**src/kdlq_pkg.sv**
```systemverilog
`timescale 1ns / 1ps
`default_nettype none
// ----------------------------------------------------------------------------
// kdlq_pkg
// Shared types and constants for the keypad debounce and event queue core.
// ----------------------------------------------------------------------------
package kdlq_pkg;

  localparam int KIND_W  = 2;
  localparam int KEY_W   = 4;
  localparam int LEVEL_W = 9;
  localparam int TIME_W  = 32;
  localparam int CFG_W   = 16;
  localparam int CIDX_W  = 2;
  localparam int EVT_W   = 6;

  localparam logic [KIND_W-1:0] KIND_EDGE = 2'd0;
  localparam logic [KIND_W-1:0] KIND_TICK = 2'd1;
  localparam logic [KIND_W-1:0] KIND_READ = 2'd2;

  localparam logic [CIDX_W-1:0] CFG_DEBOUNCE = 2'd0;
  localparam logic [CIDX_W-1:0] CFG_LONG     = 2'd1;
  localparam logic [CIDX_W-1:0] CFG_LEVEL    = 2'd2;

  localparam logic [CFG_W-1:0] DEBOUNCE_RST = 16'd20;
  localparam logic [CFG_W-1:0] LONG_RST     = 16'd2000;

  typedef enum logic [1:0] {
    PH_IDLE  = 2'd0,
    PH_DEB   = 2'd1,
    PH_PRESS = 2'd2
  } phase_t;

  typedef enum logic [1:0] {
    EV_DOWN = 2'd0,
    EV_UP   = 2'd1,
    EV_LONG = 2'd2
  } ev_t;

  typedef enum logic [1:0] {
    S_IDLE = 2'd0,
    S_SCAN = 2'd1,
    S_POP  = 2'd2
  } state_t;

  typedef struct packed {
    logic   enq;
    ev_t    ev;
    phase_t phase_nxt;
  } judge_t;

endpackage

`default_nettype wire

```
**src/kdlq_ram.sv**
```systemverilog
`timescale 1ns / 1ps
`default_nettype none
// ----------------------------------------------------------------------------
// kdlq_ram
// Generic simple dual port RAM, one write port and one registered read port.
// ----------------------------------------------------------------------------
module kdlq_ram #(
  parameter int WIDTH = 6,
  parameter int DEPTH = 16
) (
  input  wire logic                                 clk,
  input  wire logic                                 wr_en,
  input  wire logic [(DEPTH > 1 ? $clog2(DEPTH) : 1)-1:0] wr_addr,
  input  wire logic [WIDTH-1:0]                     wr_data,
  input  wire logic                                 rd_en,
  input  wire logic [(DEPTH > 1 ? $clog2(DEPTH) : 1)-1:0] rd_addr,
  output logic      [WIDTH-1:0]                     rd_data
);

  logic [WIDTH-1:0] mem_r [DEPTH];

  always_ff @(posedge clk) begin
    if (wr_en) begin
      mem_r[wr_addr] <= wr_data;
    end
    if (rd_en) begin
      rd_data <= mem_r[rd_addr];
    end
  end

endmodule

`default_nettype wire

```
**src/kdlq_ring.sv**
```systemverilog
`timescale 1ns / 1ps
`default_nettype none
// ----------------------------------------------------------------------------
// kdlq_ring
// Event ring: pointers, full and empty detection around the ring memory.
// ----------------------------------------------------------------------------
module kdlq_ring #(
  parameter int QUEUE_SLOTS = 16
) (
  input  wire logic                        clk,
  input  wire logic                        rst_n,
  input  wire logic                        push,
  input  wire logic [kdlq_pkg::EVT_W-1:0]  push_data,
  input  wire logic                        pop,
  output logic      [kdlq_pkg::EVT_W-1:0]  pop_data,
  output logic                             empty
);

  localparam int PTR_W = (QUEUE_SLOTS > 1) ? $clog2(QUEUE_SLOTS) : 1;
  localparam logic [PTR_W-1:0] LAST = PTR_W'(QUEUE_SLOTS - 1);

  logic [PTR_W-1:0] wr_ptr_r, wr_ptr_nxt;
  logic [PTR_W-1:0] rd_ptr_r, rd_ptr_nxt;
  logic [PTR_W-1:0] wr_inc, rd_inc;
  logic             full;
  logic             do_push, do_pop;

  assign wr_inc  = (wr_ptr_r == LAST) ? '0 : wr_ptr_r + PTR_W'(1);
  assign rd_inc  = (rd_ptr_r == LAST) ? '0 : rd_ptr_r + PTR_W'(1);
  assign full    = (wr_inc == rd_ptr_r);
  assign empty   = (wr_ptr_r == rd_ptr_r);
  assign do_push = push && !full;
  assign do_pop  = pop && !empty;

  always_comb begin
    wr_ptr_nxt = do_push ? wr_inc : wr_ptr_r;
    rd_ptr_nxt = do_pop  ? rd_inc : rd_ptr_r;
  end

  always_ff @(posedge clk) begin
    if (!rst_n) begin
      wr_ptr_r <= '0;
      rd_ptr_r <= '0;
    end else begin
      wr_ptr_r <= wr_ptr_nxt;
      rd_ptr_r <= rd_ptr_nxt;
    end
  end

  kdlq_ram #(
    .WIDTH (kdlq_pkg::EVT_W),
    .DEPTH (QUEUE_SLOTS)
  ) u_ram (
    .clk     (clk),
    .wr_en   (do_push),
    .wr_addr (wr_ptr_r),
    .wr_data (push_data),
    .rd_en   (do_pop),
    .rd_addr (rd_ptr_r),
    .rd_data (pop_data)
  );

endmodule

`default_nettype wire

```
**src/kdlq_judge.sv**
```systemverilog
`timescale 1ns / 1ps
`default_nettype none
// ----------------------------------------------------------------------------
// kdlq_judge
// Shared key judge: elapsed time subtract, compares and phase decision.
// ----------------------------------------------------------------------------
module kdlq_judge (
  input  wire kdlq_pkg::phase_t                phase,
  input  wire logic [kdlq_pkg::TIME_W-1:0]     start_time,
  input  wire logic [kdlq_pkg::TIME_W-1:0]     now_ms,
  input  wire logic                            act,
  input  wire logic [kdlq_pkg::CFG_W-1:0]      debounce_ms,
  input  wire logic [kdlq_pkg::CFG_W-1:0]      long_press_ms,
  output kdlq_pkg::judge_t                     res
);

  logic [kdlq_pkg::TIME_W-1:0] elapsed;
  logic                        deb_over;
  logic                        long_over;
  logic                        long_under;

  assign elapsed    = now_ms - start_time;
  assign deb_over   = elapsed > kdlq_pkg::TIME_W'(debounce_ms);
  assign long_over  = elapsed > kdlq_pkg::TIME_W'(long_press_ms);
  assign long_under = elapsed < kdlq_pkg::TIME_W'(long_press_ms);

  always_comb begin
    res.enq       = 1'b0;
    res.ev        = kdlq_pkg::EV_DOWN;
    res.phase_nxt = phase;
    case (phase)
      kdlq_pkg::PH_DEB: begin
        if (deb_over) begin
          if (act) begin
            res.enq       = 1'b1;
            res.ev        = kdlq_pkg::EV_DOWN;
            res.phase_nxt = kdlq_pkg::PH_PRESS;
          end else begin
            res.phase_nxt = kdlq_pkg::PH_IDLE;
          end
        end
      end
      kdlq_pkg::PH_PRESS: begin
        if (act) begin
          if (long_over) begin
            res.enq       = 1'b1;
            res.ev        = kdlq_pkg::EV_LONG;
            res.phase_nxt = kdlq_pkg::PH_IDLE;
          end
        end else begin
          res.enq       = long_under;
          res.ev        = kdlq_pkg::EV_UP;
          res.phase_nxt = kdlq_pkg::PH_IDLE;
        end
      end
      default: begin
        res.phase_nxt = phase;
      end
    endcase
  end

endmodule

`default_nettype wire

```
**src/keypad_debounce_long_press_queue_core.sv**
```systemverilog
`timescale 1ns / 1ps
`default_nettype none
// ----------------------------------------------------------------------------
// keypad_debounce_long_press_queue_core
// Per-key debouncer with long press detection feeding an event ring.
// ----------------------------------------------------------------------------
// edge transaction: no busy state, next transaction accepted in the following cycle
// scan tick: one key a cycle through the shared judge
// read transaction: accept moves to S_POP, which loads the result register unless
// out_stall holds the previous result
// synchronous active-low reset: all keys idle, ring empty, control and config
// registers at their default values, no clearing pass
// ----------------------------------------------------------------------------
module keypad_debounce_long_press_queue_core #(
  parameter int NUM_KEYS    = 9,
  parameter int QUEUE_SLOTS = 16
) (
  input  wire logic                           clk,
  input  wire logic                           rst_n,
  input  wire logic                           in_valid,
  output logic                                in_stall,
  input  wire logic [kdlq_pkg::KIND_W-1:0]    in_kind,
  input  wire logic [kdlq_pkg::KEY_W-1:0]     in_key_index,
  input  wire logic [kdlq_pkg::LEVEL_W-1:0]   in_key_levels,
  input  wire logic [kdlq_pkg::TIME_W-1:0]    in_now_ms,
  output logic                                out_valid,
  input  wire logic                           out_stall,
  output logic                                out_event_valid,
  output logic      [1:0]                     out_event_type,
  output logic      [kdlq_pkg::KEY_W-1:0]     out_event_key,
  input  wire logic                           cfg_valid,
  output logic                                cfg_ready,
  input  wire logic [kdlq_pkg::CIDX_W-1:0]    cfg_index,
  input  wire logic [kdlq_pkg::CFG_W-1:0]     cfg_data
);

  localparam int KIDX_W = (NUM_KEYS > 1) ? $clog2(NUM_KEYS) : 1;
  localparam logic [KIDX_W-1:0] KEY_LAST = KIDX_W'(NUM_KEYS - 1);

  kdlq_pkg::state_t state_r, state_nxt;
  kdlq_pkg::phase_t phase_r [NUM_KEYS];
  logic [kdlq_pkg::TIME_W-1:0] start_r [NUM_KEYS];

  logic [kdlq_pkg::CFG_W-1:0]  debounce_r;
  logic [kdlq_pkg::CFG_W-1:0]  long_r;
  logic                        level_r;

  logic [KIDX_W-1:0]           idx_r, idx_nxt;
  logic [kdlq_pkg::TIME_W-1:0] now_r;
  logic [kdlq_pkg::LEVEL_W-1:0] levels_r;
  logic [NUM_KEYS-1:0]         lvl_vec;
  logic                        hit_r, hit_nxt;

  logic                        out_valid_r, out_valid_nxt;
  logic                        out_ev_valid_r;
  logic [1:0]                  out_type_r;
  logic [kdlq_pkg::KEY_W-1:0]  out_key_r;
  logic                        out_load;

  logic                        in_acc;
  logic                        edge_acc;
  logic [KIDX_W-1:0]           edge_idx;
  logic                        edge_ok;
  logic                        scan_en;
  logic                        pop_req;
  logic                        ring_empty;
  logic [kdlq_pkg::EVT_W-1:0]  ring_q;
  logic [kdlq_pkg::EVT_W-1:0]  push_data;
  kdlq_pkg::judge_t            jres;

  assign in_stall  = (state_r != kdlq_pkg::S_IDLE);
  assign cfg_ready = 1'b1;
  assign in_acc    = in_valid && !in_stall;
  assign edge_acc  = in_acc && (in_kind == kdlq_pkg::KIND_EDGE);
  assign edge_idx  = KIDX_W'(in_key_index);
  assign edge_ok   = (32'(in_key_index) < NUM_KEYS);
  assign pop_req   = in_acc && (in_kind == kdlq_pkg::KIND_READ);
  assign scan_en   = (state_r == kdlq_pkg::S_SCAN);
  assign out_load  = (state_r == kdlq_pkg::S_POP) && (!out_valid_r || !out_stall);

  for (genvar g = 0; g < NUM_KEYS; g++) begin : g_lvl
    if (g < kdlq_pkg::LEVEL_W) begin : g_in
      assign lvl_vec[g] = levels_r[g];
    end else begin : g_zero
      assign lvl_vec[g] = 1'b0;
    end
  end

  kdlq_judge u_judge (
    .phase         (phase_r[idx_r]),
    .start_time    (start_r[idx_r]),
    .now_ms        (now_r),
    .act           (lvl_vec[idx_r] == level_r),
    .debounce_ms   (debounce_r),
    .long_press_ms (long_r),
    .res           (jres)
  );

  assign push_data = {jres.ev, kdlq_pkg::KEY_W'(idx_r)};

  kdlq_ring #(
    .QUEUE_SLOTS (QUEUE_SLOTS)
  ) u_ring (
    .clk       (clk),
    .rst_n     (rst_n),
    .push      (scan_en && jres.enq),
    .push_data (push_data),
    .pop       (pop_req),
    .pop_data  (ring_q),
    .empty     (ring_empty)
  );

  // sequencer
  always_comb begin
    state_nxt     = state_r;
    idx_nxt       = idx_r;
    hit_nxt       = hit_r;
    out_valid_nxt = out_valid_r;
    if (out_valid_r && !out_stall) begin
      out_valid_nxt = 1'b0;
    end
    unique case (state_r)
      kdlq_pkg::S_IDLE: begin
        if (in_acc) begin
          if (in_kind == kdlq_pkg::KIND_TICK) begin
            state_nxt = kdlq_pkg::S_SCAN;
            idx_nxt   = '0;
          end else if (in_kind == kdlq_pkg::KIND_READ) begin
            state_nxt = kdlq_pkg::S_POP;
            hit_nxt   = !ring_empty;
          end
        end
      end
      kdlq_pkg::S_SCAN: begin
        if (idx_r == KEY_LAST) begin
          state_nxt = kdlq_pkg::S_IDLE;
        end else begin
          idx_nxt = idx_r + KIDX_W'(1);
        end
      end
      kdlq_pkg::S_POP: begin
        if (out_load) begin
          out_valid_nxt = 1'b1;
          state_nxt     = kdlq_pkg::S_IDLE;
        end
      end
      default: begin
        state_nxt = kdlq_pkg::S_IDLE;
      end
    endcase
  end

  always_ff @(posedge clk) begin
    if (!rst_n) begin
      state_r     <= kdlq_pkg::S_IDLE;
      idx_r       <= '0;
      hit_r       <= 1'b0;
      out_valid_r <= 1'b0;
    end else begin
      state_r     <= state_nxt;
      idx_r       <= idx_nxt;
      hit_r       <= hit_nxt;
      out_valid_r <= out_valid_nxt;
    end
  end

  // configuration registers
  always_ff @(posedge clk) begin
    if (!rst_n) begin
      debounce_r <= kdlq_pkg::DEBOUNCE_RST;
      long_r     <= kdlq_pkg::LONG_RST;
      level_r    <= 1'b0;
    end else if (cfg_valid && cfg_ready) begin
      unique case (cfg_index)
        kdlq_pkg::CFG_DEBOUNCE: debounce_r <= cfg_data;
        kdlq_pkg::CFG_LONG:     long_r     <= cfg_data;
        kdlq_pkg::CFG_LEVEL:    level_r    <= cfg_data[0];
        default: begin
        end
      endcase
    end
  end

  // key phases
  always_ff @(posedge clk) begin
    if (!rst_n) begin
      for (int k = 0; k < NUM_KEYS; k++) begin
        phase_r[k] <= kdlq_pkg::PH_IDLE;
      end
    end else if (scan_en) begin
      phase_r[idx_r] <= jres.phase_nxt;
    end else if (edge_acc && edge_ok &&
                 phase_r[edge_idx] != kdlq_pkg::PH_DEB &&
                 phase_r[edge_idx] != kdlq_pkg::PH_PRESS) begin
      phase_r[edge_idx] <= kdlq_pkg::PH_DEB;
    end
  end

  // start times and tick payload
  always_ff @(posedge clk) begin
    if (edge_acc && edge_ok &&
        phase_r[edge_idx] != kdlq_pkg::PH_DEB &&
        phase_r[edge_idx] != kdlq_pkg::PH_PRESS) begin
      start_r[edge_idx] <= in_now_ms;
    end
    if (in_acc && in_kind == kdlq_pkg::KIND_TICK) begin
      now_r    <= in_now_ms;
      levels_r <= in_key_levels;
    end
  end

  // result register
  always_ff @(posedge clk) begin
    if (out_load) begin
      out_ev_valid_r <= hit_r;
      out_type_r     <= hit_r ? ring_q[kdlq_pkg::EVT_W-1:kdlq_pkg::KEY_W] : 2'd0;
      out_key_r      <= hit_r ? ring_q[kdlq_pkg::KEY_W-1:0] : '0;
    end
  end

  assign out_valid       = out_valid_r;
  assign out_event_valid = out_ev_valid_r;
  assign out_event_type  = out_type_r;
  assign out_event_key   = out_key_r;

endmodule

`default_nettype wire
```
**config.mk**
```make
export PLATFORM = sky130hd
export DESIGN_NAME = keypad_debounce_long_press_queue_core
export DESIGN_NICKNAME = d
export VERILOG_FILES = /design/src/kdlq_pkg.sv /design/src/kdlq_ram.sv /design/src/kdlq_ring.sv /design/src/kdlq_judge.sv /design/src/keypad_debounce_long_press_queue_core.sv
export SDC_FILE = /design/constraint.sdc
export NUM_CORES = 1
export LEC_CHECK = 0
export BUFFER_PORTS_ARGS = -buffer_cell sky130_fd_sc_hd__buf_2
export CAP_MARGIN = 10
export CORE_ASPECT_RATIO = 0.8
export CORE_UTILIZATION = 30
export DETAILED_ROUTE_END_ITERATION = 8
export SETUP_SLACK_MARGIN = 0.05
export SYNTH_ARGS = -nofsm -noshare
export SYNTH_HDL_FRONTEND = slang
export SYNTH_SLANG_ARGS = --single-unit
```
**constraint.sdc**
```tcl
create_clock -name clk -period 7.12 [get_ports clk]
set_clock_uncertainty 0.1 [all_clocks]
set_input_delay 0.356 -clock clk [delete_from_list [all_inputs] [get_ports clk]]
set_output_delay 0.356 -clock clk [all_outputs]
set_load 0.01 [all_outputs]
```
==> impl_results.html, run 1 <==
<table>
<tr><th>Metric</th><th>Value</th></tr>
<tr><th colspan="2">Run status</th></tr>
<tr><td>Run status</td><td>finished clean</td></tr>
<tr><th colspan="2">Placed design</th></tr>
<tr><td>Final HPWL DP</td><td>36,080 µm</td></tr>
<tr><td>Cell Count Post-Placement</td><td>2,569</td></tr>
<tr><td>Total of buffers placed on input and output ports</td><td>78</td></tr>
<tr><td>Placer Congestion</td><td>0.8618</td></tr>
<tr><td>Placement Setup Slack</td><td>548.0 ps</td></tr>
<tr><th colspan="2">Power and ir drop</th></tr>
<tr><td>Worst-case vdd ir drop</td><td>0.1715 mV</td></tr>
<tr><td>Static leakage power</td><td>8.923 nW</td></tr>
<tr><td>Ratio of total power to cell area</td><td>240.2 nW/µm²</td></tr>
<tr><th colspan="2">Worst setup path</th></tr>
<tr><td>Destination of the worst register-to-register timing path</td><td>u_ring.u_ram.mem_r[11][2]$_DFFE_PP_</td></tr>
<tr><td>Worst R2R Setup Slack</td><td>520 ps</td></tr>
<tr><td>Critical path arrival</td><td>6790 ps</td></tr>
<tr><td>Worst path required time</td><td>7320 ps</td></tr>
<tr><td>Worst Reg-to-Reg Cells</td><td>24</td></tr>
<tr><td>Critical path endpoint category</td><td>register</td></tr>
<tr><td>CP Class</td><td>register to register</td></tr>
<tr><td>Capturing instance or port of the critical path</td><td>u_ring.u_ram.mem_r[11][2]$_DFFE_PP_</td></tr>
<tr><td>Kind of launch point of the worst setup path</td><td>register</td></tr>
<tr><td>Biggest fanout along the worst timing path</td><td>27</td></tr>
<tr><th colspan="2">Yosys</th></tr>
<tr><td>Async SR Flop Fraction</td><td>0</td></tr>
<tr><td>Seq cells post-synth</td><td>523</td></tr>
<tr><td>Library cells used by synthesis</td><td>78</td></tr>
<tr><td>Count of flip-flops with a built-in enable after synthesis</td><td>470</td></tr>
<tr><td>Number of synthesis warnings</td><td>0</td></tr>
<tr><td>Netlist area before placement</td><td>23,230 µm²</td></tr>
<tr><td>Average cell area after synthesis</td><td>15.28 µm²</td></tr>
<tr><td>Share of the yosys chip area belonging to registers</td><td>0.6533</td></tr>
<tr><td>Syn_nets</td><td>1,668</td></tr>
<tr><td>Gate count of the mapped netlist</td><td>1,520</td></tr>
<tr><td>Synth Flop Type</td><td>sky130_fd_sc_hd__edfxtp_1</td></tr>
<tr><th colspan="2">Layout</th></tr>
<tr><td>Most common cell after layout, fill and taps aside</td><td>sky130_fd_sc_hd__edfxtp_1</td></tr>
<tr><td>Diode count</td><td>0</td></tr>
<tr><td>Number of nets in the layout</td><td>1,818</td></tr>
<tr><td>Commonest cells after routing, fill and taps aside</td><td>470 x sky130_fd_sc_hd__edfxtp_1, 136 x sky130_fd_sc_hd__nand2_1, 113 x sky130_fd_sc_hd__a21oi_1</td></tr>
<tr><td>Ratio of cells with drive above 1 in the final layout</td><td>0.1917</td></tr>
<tr><td>P&amp;R area growth vs syn</td><td>16.68%</td></tr>
<tr><td>Number of cells in the finished layout apart from fillers</td><td>2,723</td></tr>
<tr><th colspan="2">Global route</th></tr>
<tr><td>GR Layer Usage met1</td><td>0.2034</td></tr>
<tr><td>Routing layer with the top usage in global route</td><td>met2</td></tr>
<tr><td>Met2 Resource Use GR</td><td>0.2169</td></tr>
<tr><td>Leftover overflow at the end of global routing</td><td>0</td></tr>
<tr><td>Vias in the first global route</td><td>13,563</td></tr>
<tr><td>Maximum number of pins on one net before global-route repair</td><td>43</td></tr>
<tr><td>Global-route total usage across every layer</td><td>0.1400</td></tr>
<tr><td>Number of antenna violations at the first check in global routing</td><td>4</td></tr>
<tr><td>GR met3 Demand/Resource</td><td>0.02665</td></tr>
<tr><td>Global-route wire length before repair</td><td>84,300 µm</td></tr>
<tr><th colspan="2">Clocking</th></tr>
<tr><td>Post-CTS repair timing setup buffer count</td><td>0</td></tr>
<tr><td>Cts bufs inserted</td><td>53</td></tr>
<tr><td>H-tree level count</td><td>2</td></tr>
<tr><td>CTS tree</td><td>built</td></tr>
<tr><td>Clk slew on worst S/H paths</td><td>60 ps</td></tr>
<tr><td>Clock tree root driver cell</td><td>sky130_fd_sc_hd__clkbuf_16</td></tr>
<tr><td>CTS sink count</td><td>523</td></tr>
<tr><td>Clock insertion delay at the later pin of the skew report</td><td>630 ps</td></tr>
<tr><td>Number of buffers inserted by hold repair at cts</td><td>58</td></tr>
<tr><td>Clock Tree Buf Depth</td><td>3</td></tr>
<tr><td>Number of gates resized after CTS</td><td>0</td></tr>
<tr><th colspan="2">Floorplan</th></tr>
<tr><td>Total I/O pin count</td><td>80</td></tr>
<tr><td>Width of the chip</td><td>313.1 µm</td></tr>
<tr><td>Die H</td><td>250.9 µm</td></tr>
<tr><td>Area of the die</td><td>78,540 µm²</td></tr>
<tr><td>Starting utilization of the core area</td><td>0.3056</td></tr>
<tr><td>Core region area</td><td>76,010 µm²</td></tr>
<tr><td>Site Rows</td><td>90</td></tr>
<tr><th colspan="2">Timing</th></tr>
<tr><td>RSZ-0062 raised after global routing</td><td>false</td></tr>
<tr><td>Highest attainable clock frequency</td><td>151.5 MHz</td></tr>
<tr><td>Setup TNS</td><td>0 ps</td></tr>
<tr><td>Pin slew with the least headroom to its limit</td><td>1176 ps</td></tr>
<tr><td>Max-slew violations</td><td>0</td></tr>
<tr><td>Total of endpoints with negative setup slack in the final report</td><td>0</td></tr>
<tr><td>Min Clock Period, post-route</td><td>6599 ps</td></tr>
<tr><td>Final hold viol count</td><td>0</td></tr>
<tr><td>Final worst-path setup slack</td><td>521.3 ps</td></tr>
<tr><td>Tcrit/Tclk final</td><td>0.9268</td></tr>
<tr><td>Relative max-transition margin</td><td>0.2122</td></tr>
<tr><th colspan="2">Routing</th></tr>
<tr><td>Number of remaining DRC errors</td><td>0</td></tr>
<tr><td>DR vias/cell</td><td>4.981</td></tr>
<tr><td>First DRT Iteration DRCs</td><td>1,051</td></tr>
<tr><td>Number of iterations in the first detailed-routing pass</td><td>5</td></tr>
<tr><td>Final wirelength</td><td>55,290 µm</td></tr>
<tr><td>Post-detailed-route count of antenna-violating nets</td><td>0</td></tr>
<tr><td>Count of vias placed by the detailed router</td><td>13,563</td></tr>
<tr><td>Avg WL per Cell</td><td>20.31 µm</td></tr>
<tr><th colspan="2">Job</th></tr>
<tr><td>Max-Cap Viols</td><td>0</td></tr>
<tr><th colspan="2">Worst hold path</th></tr>
<tr><td>Class of the tightest hold or removal check</td><td>input port to register</td></tr>
</table>
[how the worst min path moves through the flow]
stage / slack (ps) / startpoint / to / cells past startpoint
2_1_floorplan: 340 / debounce_r[10]$_SDFFE_PN0P_ / debounce_r[10]$_SDFFE_PN0P_ / 2
3_3_place_gp: 340 / debounce_r[1]$_SDFFE_PN0P_ / debounce_r[1]$_SDFFE_PN0P_ / 2
3_5_place_dp: 350 / debounce_r[11]$_SDFFE_PN0P_ / debounce_r[11]$_SDFFE_PN0P_ / 2
4_1_cts: 4 / in_valid / state_r[0]$_SDFFE_PN0P_ / 3
5_1_grt: 30 / in_valid / state_r[0]$_SDFFE_PN0P_ / 3
6_report: 30 / in_valid / state_r[0]$_SDFFE_PN0P_ / 3
[state kept, by name, indices dropped and copies added (netlist names), 2 cells and up, named ones only]
register / count
state_r: 2
start_r: 288
out_event_type: 2
long_r: 16
debounce_r: 16
u_ring.rd_ptr_r: 4
idx_r: 4
u_ring.u_ram.rd_data: 6
out_event_key: 4
levels_r: 9
u_ring.wr_ptr_r: 4
phase_r: 32
now_r: 32
u_ring.u_ram.mem_r: 96
[where the power goes]
| group | total, mW | leakage (nW) | switching (mW) | internal [mW] |
|---|---|---|---|---|
| combinational | 0.514 | 3.45 | 0.294 | 0.220 |
| sequential | 3.39 | 4.68 | 0.0215 | 3.37 |
| clock | 2.61 | 0.795 | 1.17 | 1.43 |
[area by class of cell]
| class | count | area, µm² |
|---|---|---|
| fillers | 7171 | 48910 |
| flip-flops and latches | 523 | 15190 |
| multi-input cells | 870 | 7614 |
| clock buffers | 69 | 1396 |
| well taps | 1012 | 1266 |
| repair buffers | 165 | 1201 |
| clock inverters | 27 | 224.0 |
| inverters | 57 | 214.0 |
[metrics by stage]
step / instance area, µm² / power [mW] / hold slack (ps) / utilization
floorplan: 23230 / 3.776 / 336.3 / -
finish: 27100 / 6.510 / 25.52 / 0.3565
CTS: 27100 / 6.571 / 3.841 / 0.3565
global route: 27100 / 6.741 / 32.11 / 0.3565
detailed placement: 24900 / 3.937 / 351.6 / 0.3276
global placement: 24900 / 3.928 / 344.2 / 0.3276
[kinds of logic (layout without fill, tap and decap cells)]
kind of cell	Yosys count	after routing	share of synthesized area
other	1	1	0.0001615
and+or+nand+nor	361	361	0.07709
adders and majority gates	78	78	0.04234
buffers and inverters	127	318	0.02192
xor gates and xnor gates	39	39	0.01530
muxes	150	150	0.1242
AOI/OAI and AO/OA	241	241	0.06567
DFF	523	523	0.6533
[metal layers]
| metal | vias up | wire, µm |
|---|---|---|
| li1 | 6199 | - |
| met1 | 6876 | 25740 |
| met2 | 413 | 25220 |
| met3 | 67 | 3509 |
| met4 | 8 | 775 |
| met5 | - | 49 |
[synthesized netlist by cell type (6+ instances only)]
cell type / number / area share
sky130_fd_sc_hd__a21o_1: 16 / 0.0052
sky130_fd_sc_hd__a21oi_1: 113 / 0.024
sky130_fd_sc_hd__a31o_2: 6 / 0.0023
sky130_fd_sc_hd__a31oi_1: 7 / 0.0019
sky130_fd_sc_hd__and2_1: 12 / 0.0032
sky130_fd_sc_hd__and3_1: 6 / 0.0016
sky130_fd_sc_hd__buf_1: 10 / 0.0016
sky130_fd_sc_hd__clkbuf_1: 51 / 0.0082
sky130_fd_sc_hd__dfxtp_1: 53 / 0.046
sky130_fd_sc_hd__edfxtp_1: 470 / 0.61
sky130_fd_sc_hd__ha_1: 77 / 0.041
sky130_fd_sc_hd__inv_1: 56 / 0.0091
sky130_fd_sc_hd__mux2i_1: 38 / 0.016
sky130_fd_sc_hd__mux4_2: 108 / 0.10
sky130_fd_sc_hd__nand2_1: 136 / 0.022
sky130_fd_sc_hd__nand2b_1: 15 / 0.0040
sky130_fd_sc_hd__nand3_1: 10 / 0.0022
sky130_fd_sc_hd__nand3b_1: 8 / 0.0026
sky130_fd_sc_hd__nand4_1: 21 / 0.0057
sky130_fd_sc_hd__nor2_1: 86 / 0.014
sky130_fd_sc_hd__nor2b_1: 10 / 0.0027
sky130_fd_sc_hd__nor3_1: 23 / 0.0050
sky130_fd_sc_hd__o211ai_1: 13 / 0.0042
sky130_fd_sc_hd__o21a_1: 13 / 0.0042
sky130_fd_sc_hd__o21ai_0: 25 / 0.0054
sky130_fd_sc_hd__xnor2_1: 23 / 0.0087
sky130_fd_sc_hd__xor2_1: 15 / 0.0057
[critical path, cell delays in order (launching register included)]
cell and delay, ps:
sky130_fd_sc_hd__dfxtp_4 710, sky130_fd_sc_hd__buf_12 330, sky130_fd_sc_hd__mux4_2 530, sky130_fd_sc_hd__mux2i_1 120, sky130_fd_sc_hd__o21ai_0 100, sky130_fd_sc_hd__ha_1 220
sky130_fd_sc_hd__fa_1 400, sky130_fd_sc_hd__nand2b_1 180, sky130_fd_sc_hd__a21oi_1 290, sky130_fd_sc_hd__o21a_1 190, sky130_fd_sc_hd__nor2b_1 70, sky130_fd_sc_hd__o21bai_1 130
sky130_fd_sc_hd__a21oi_1 90, sky130_fd_sc_hd__xnor2_1 340, sky130_fd_sc_hd__ha_1 210, sky130_fd_sc_hd__nand4_1 90, sky130_fd_sc_hd__or2_2 320, sky130_fd_sc_hd__nor4_1 400
sky130_fd_sc_hd__nor2_1 70, sky130_fd_sc_hd__a21oi_1 280, sky130_fd_sc_hd__a2bb2oi_1 240, sky130_fd_sc_hd__and4_1 290, sky130_fd_sc_hd__nor3_4 40, sky130_fd_sc_hd__buf_4 220
sky130_fd_sc_hd__and4b_1 330
No activity file was read; power rests on OpenSTA's default activity.
==> run 2, diff against run 1 <==
- CORE_MARGIN: not set -> 5
- HOLD_SLACK_MARGIN: not set -> 0.08
==> run 2 against run 1 <==
Non-clock buffer count increased by 4. Sequential power about the same. Flip-flop and latch count unchanged. Via count increased by 0.33%. Utilization decreased by 0.26 points. Fmax increased by 0.49%. Combinational power increased by 1%.
==> impl_results.html, run 2 (synthesized netlist as in run 1, its figures left out) <==
<table>
<tr><th>Metric</th><th>Value</th></tr>
<tr><th colspan="2">Global route</th></tr>
<tr><td>Vias in the first global route</td><td>13,742 (was 13,563)</td></tr>
<tr><td>Global-route wire length before repair</td><td>83,930 µm (was 84,300 µm)</td></tr>
<tr><td>Number of antenna violations at the first check in global routing</td><td>10 (was 4)</td></tr>
<tr><td>Leftover overflow at the end of global routing</td><td>0 (unchanged)</td></tr>
<tr><td>Global-route total usage across every layer</td><td>0.1299 (was 0.1400)</td></tr>
<tr><td>Maximum number of pins on one net before global-route repair</td><td>43 (unchanged)</td></tr>
<tr><th colspan="2">Clocking</th></tr>
<tr><td>Post-CTS repair timing setup buffer count</td><td>0 (unchanged)</td></tr>
<tr><td>Clock Tree Buf Depth</td><td>3 (unchanged)</td></tr>
<tr><td>Clk slew on worst S/H paths</td><td>70 ps (was 60 ps)</td></tr>
<tr><td>Clock tree root driver cell</td><td>sky130_fd_sc_hd__clkbuf_16 (unchanged)</td></tr>
<tr><td>CTS tree</td><td>built (unchanged)</td></tr>
<tr><td>Cts bufs inserted</td><td>53 (unchanged)</td></tr>
<tr><td>CTS sink count</td><td>523 (unchanged)</td></tr>
<tr><td>H-tree level count</td><td>2 (unchanged)</td></tr>
<tr><td>Clock insertion delay at the later pin of the skew report</td><td>600 ps (was 630 ps)</td></tr>
<tr><td>Number of gates resized after CTS</td><td>0 (unchanged)</td></tr>
<tr><th colspan="2">Routing</th></tr>
<tr><td>Number of iterations in the first detailed-routing pass</td><td>5 (unchanged)</td></tr>
<tr><td>Number of remaining DRC errors</td><td>0 (unchanged)</td></tr>
<tr><td>Post-detailed-route count of antenna-violating nets</td><td>0 (unchanged)</td></tr>
<tr><td>Count of vias placed by the detailed router</td><td>13,608 (was 13,563)</td></tr>
<tr><td>First DRT Iteration DRCs</td><td>1,192 (was 1,051)</td></tr>
<tr><td>Final wirelength</td><td>54,830 µm (was 55,290 µm)</td></tr>
<tr><td>DR vias/cell</td><td>4.957 (was 4.981)</td></tr>
<tr><td>Avg WL per Cell</td><td>19.98 µm (was 20.31 µm)</td></tr>
<tr><th colspan="2">Worst hold path</th></tr>
<tr><td>Class of the tightest hold or removal check</td><td>input port to register (unchanged)</td></tr>
<tr><td>Startpoint of the tightest hold check path</td><td>rst_n (was in_valid)</td></tr>
<tr><th colspan="2">Floorplan</th></tr>
<tr><td>Width of the chip</td><td>321.1 µm (was 313.1 µm)</td></tr>
<tr><td>Site Rows</td><td>91 (was 90)</td></tr>
<tr><td>Core region area</td><td>76,970 µm² (was 76,010 µm²)</td></tr>
<tr><td>Total I/O pin count</td><td>80 (unchanged)</td></tr>
<tr><td>Area of the die</td><td>83,120 µm² (was 78,540 µm²)</td></tr>
<tr><td>Starting utilization of the core area</td><td>0.3018 (was 0.3056)</td></tr>
<tr><td>Die H</td><td>258.9 µm (was 250.9 µm)</td></tr>
<tr><th colspan="2">Layout</th></tr>
<tr><td>Number of nets in the layout</td><td>1,822 (was 1,818)</td></tr>
<tr><td>Number of cells in the finished layout apart from fillers</td><td>2,745 (was 2,723)</td></tr>
<tr><td>Top Registers</td><td>start_r (288), u_ring.u_ram.mem_r (96) (unchanged)</td></tr>
<tr><td>Register bank with the most flops</td><td>start_r (unchanged)</td></tr>
<tr><td>Flip-flop count of the largest register, all copies and words added</td><td>288 (unchanged)</td></tr>
<tr><td>Ratio of cells with drive above 1 in the final layout</td><td>0.1928 (was 0.1917)</td></tr>
<tr><td>Most common cell after layout, fill and taps aside</td><td>sky130_fd_sc_hd__edfxtp_1 (unchanged)</td></tr>
<tr><td>Layout fillers</td><td>7,326 (was 7,171)</td></tr>
<tr><td>Commonest cells after routing, fill and taps aside</td><td>470 x sky130_fd_sc_hd__edfxtp_1, 136 x sky130_fd_sc_hd__nand2_1, 113 x sky130_fd_sc_hd__a21oi_1 (unchanged)</td></tr>
<tr><td>P&amp;R area growth vs syn</td><td>17.31% (was 16.68%)</td></tr>
<tr><th colspan="2">Worst setup path</th></tr>
<tr><td>Critical path arrival</td><td>6800 ps (was 6790 ps)</td></tr>
<tr><td>Biggest fanout along the worst timing path</td><td>21 (was 27)</td></tr>
<tr><td>Worst R2R Setup Slack</td><td>550 ps (was 520 ps)</td></tr>
<tr><td>CP Class</td><td>register to register (unchanged)</td></tr>
<tr><td>Critical path endpoint category</td><td>register (unchanged)</td></tr>
<tr><td>Kind of launch point of the worst setup path</td><td>register (unchanged)</td></tr>
<tr><td>Worst path required time</td><td>7350 ps (was 7320 ps)</td></tr>
<tr><th colspan="2">Run status</th></tr>
<tr><td>Run status</td><td>finished clean (unchanged)</td></tr>
<tr><th colspan="2">Job</th></tr>
<tr><td>Max-Cap Viols</td><td>0 (unchanged)</td></tr>
<tr><th colspan="2">Placed design</th></tr>
<tr><td>Cell Count Post-Placement</td><td>2,580 (was 2,569)</td></tr>
<tr><td>Total of buffers placed on input and output ports</td><td>78 (unchanged)</td></tr>
<tr><td>Placer Congestion</td><td>0.8308 (was 0.8618)</td></tr>
<tr><td>Final HPWL DP</td><td>35,880 µm (was 36,080 µm)</td></tr>
<tr><th colspan="2">Timing</th></tr>
<tr><td>Pin slew with the least headroom to its limit</td><td>1149 ps (was 1176 ps)</td></tr>
<tr><td>Final hold viol count</td><td>0 (unchanged)</td></tr>
<tr><td>Setup TNS</td><td>0 ps (unchanged)</td></tr>
<tr><td>Min Clock Period, post-route</td><td>6567 ps (was 6599 ps)</td></tr>
<tr><td>Tcrit/Tclk final</td><td>0.9223 (was 0.9268)</td></tr>
<tr><td>Highest attainable clock frequency</td><td>152.3 MHz (was 151.5 MHz)</td></tr>
<tr><td>Max-slew violations</td><td>0 (unchanged)</td></tr>
<tr><td>RSZ-0062 raised after global routing</td><td>false (unchanged)</td></tr>
<tr><td>Relative max-transition margin</td><td>0.2310 (was 0.2122)</td></tr>
<tr><td>Total of endpoints with negative setup slack in the final report</td><td>0 (unchanged)</td></tr>
<tr><th colspan="2">Power and ir drop</th></tr>
<tr><td>Ratio of total power to cell area</td><td>243.4 nW/µm² (was 240.2 nW/µm²)</td></tr>
<tr><td>Worst-case vdd ir drop</td><td>0.1645 mV (was 0.1715 mV)</td></tr>
<tr><td>Static leakage power</td><td>8.966 nW (was 8.923 nW)</td></tr>
</table>
[run 2: changes by cell type in the layout (fill, tap and decap cells not counted), sizes merged]
cell         change
clkinvlp         +4
inv              +1
diode            +5
dlygate4sd3      +4
clkinv           +1
bufinv           +3
clkbuf           -7
[run 2: metal layers]
metal | wire length [µm] | up-vias | share of wire | GRT usage
li1 | - | 6221 | - | -
met1 | 24870 | 6888 | 0.45 | 0.1850
met2 | 24940 | 399 | 0.45 | 0.2020
met3 | 3634 | 90 | 0.066 | 0.02741
met4 | 1333 | 10 | 0.024 | 0.03690
met5 | 58 | - | 0.0011 | 0
[run 2: path summary, 6_finish.rpt]
check | to | depth (start not counted)
max | u_ring.u_ram.mem_r[8][2]$_DFFE_PP_ | 24
min | long_r[7]$_SDFFE_PN1P_ | 2
max reg2reg | u_ring.u_ram.mem_r[8][2]$_DFFE_PP_ | 24
min reg2reg | long_r[12]$_SDFFE_PN0P_ | 2
[run 2: timing repair]
item / CTS / global route
hold buffers: 62 / 0
setup endpoints to repair: 0 / 0
endpoints found under the hold margin: 365 / 0
[run 2: per-stage QoR]
stage / util / total power, mW / instance area (µm²) / hold WS (ps) / worst slack (ps)
2_1_floorplan: - / 3.776 / 23230 / 336.3 / 550.6
3_3_place_gp: 0.3235 / 3.924 / 24900 / 344.4 / 791.3
3_5_place_dp: 0.3235 / 3.937 / 24900 / 353.0 / 610.7
4_1_cts: 0.3538 / 6.701 / 27230 / 104.9 / 585.4
5_1_grt: 0.3540 / 6.894 / 27250 / 141.7 / 104.3
6_report: 0.3540 / 6.631 / 27250 / 162.4 / 553.2
[run 2: cell type report]
class | count | area [µm²] | share of cell area
diodes | 5 | 12.51 | 0.0004592
clock buffers | 62 | 1391 | 0.05107
clock inverters | 36 | 320.3 | 0.01176
inverters | 57 | 214.0 | 0.007853
multi-input cells | 870 | 7614 | 0.2794
flip-flops and latches | 523 | 15190 | 0.5574
well taps | 1023 | 1280 | 0.04698
repair buffers | 169 | 1229 | 0.04510
[run 2: critical path, stage by stage, from the launching register on]
cell,delay (ps)
sky130_fd_sc_hd__dfxtp_4,630
sky130_fd_sc_hd__mux4_2,560
sky130_fd_sc_hd__mux2i_1,150
sky130_fd_sc_hd__nor2_1,60
sky130_fd_sc_hd__a21oi_1,220
sky130_fd_sc_hd__ha_1,330
sky130_fd_sc_hd__a21oi_1,420
sky130_fd_sc_hd__o21a_1,200
sky130_fd_sc_hd__o31ai_1,80
sky130_fd_sc_hd__buf_4,150
sky130_fd_sc_hd__a31o_2,250
sky130_fd_sc_hd__a21o_1,180
sky130_fd_sc_hd__a21oi_1,160
sky130_fd_sc_hd__xnor2_1,120
sky130_fd_sc_hd__ha_1,340
sky130_fd_sc_hd__nand4_1,100
sky130_fd_sc_hd__or2_2,290
sky130_fd_sc_hd__nor4_1,430
sky130_fd_sc_hd__nor2_1,80
sky130_fd_sc_hd__a21oi_1,280
sky130_fd_sc_hd__a2bb2oi_1,240
sky130_fd_sc_hd__and4_1,300
sky130_fd_sc_hd__nor3_4,40
sky130_fd_sc_hd__buf_4,210
sky130_fd_sc_hd__and4b_1,330
[run 2: report_power, final]
group          internal, mW  switching, mW  total (mW)
sequential             3.37         0.0191        3.38
combinational         0.222          0.297       0.519
clock                  1.55           1.17        2.73
total                  5.14           1.49        6.63
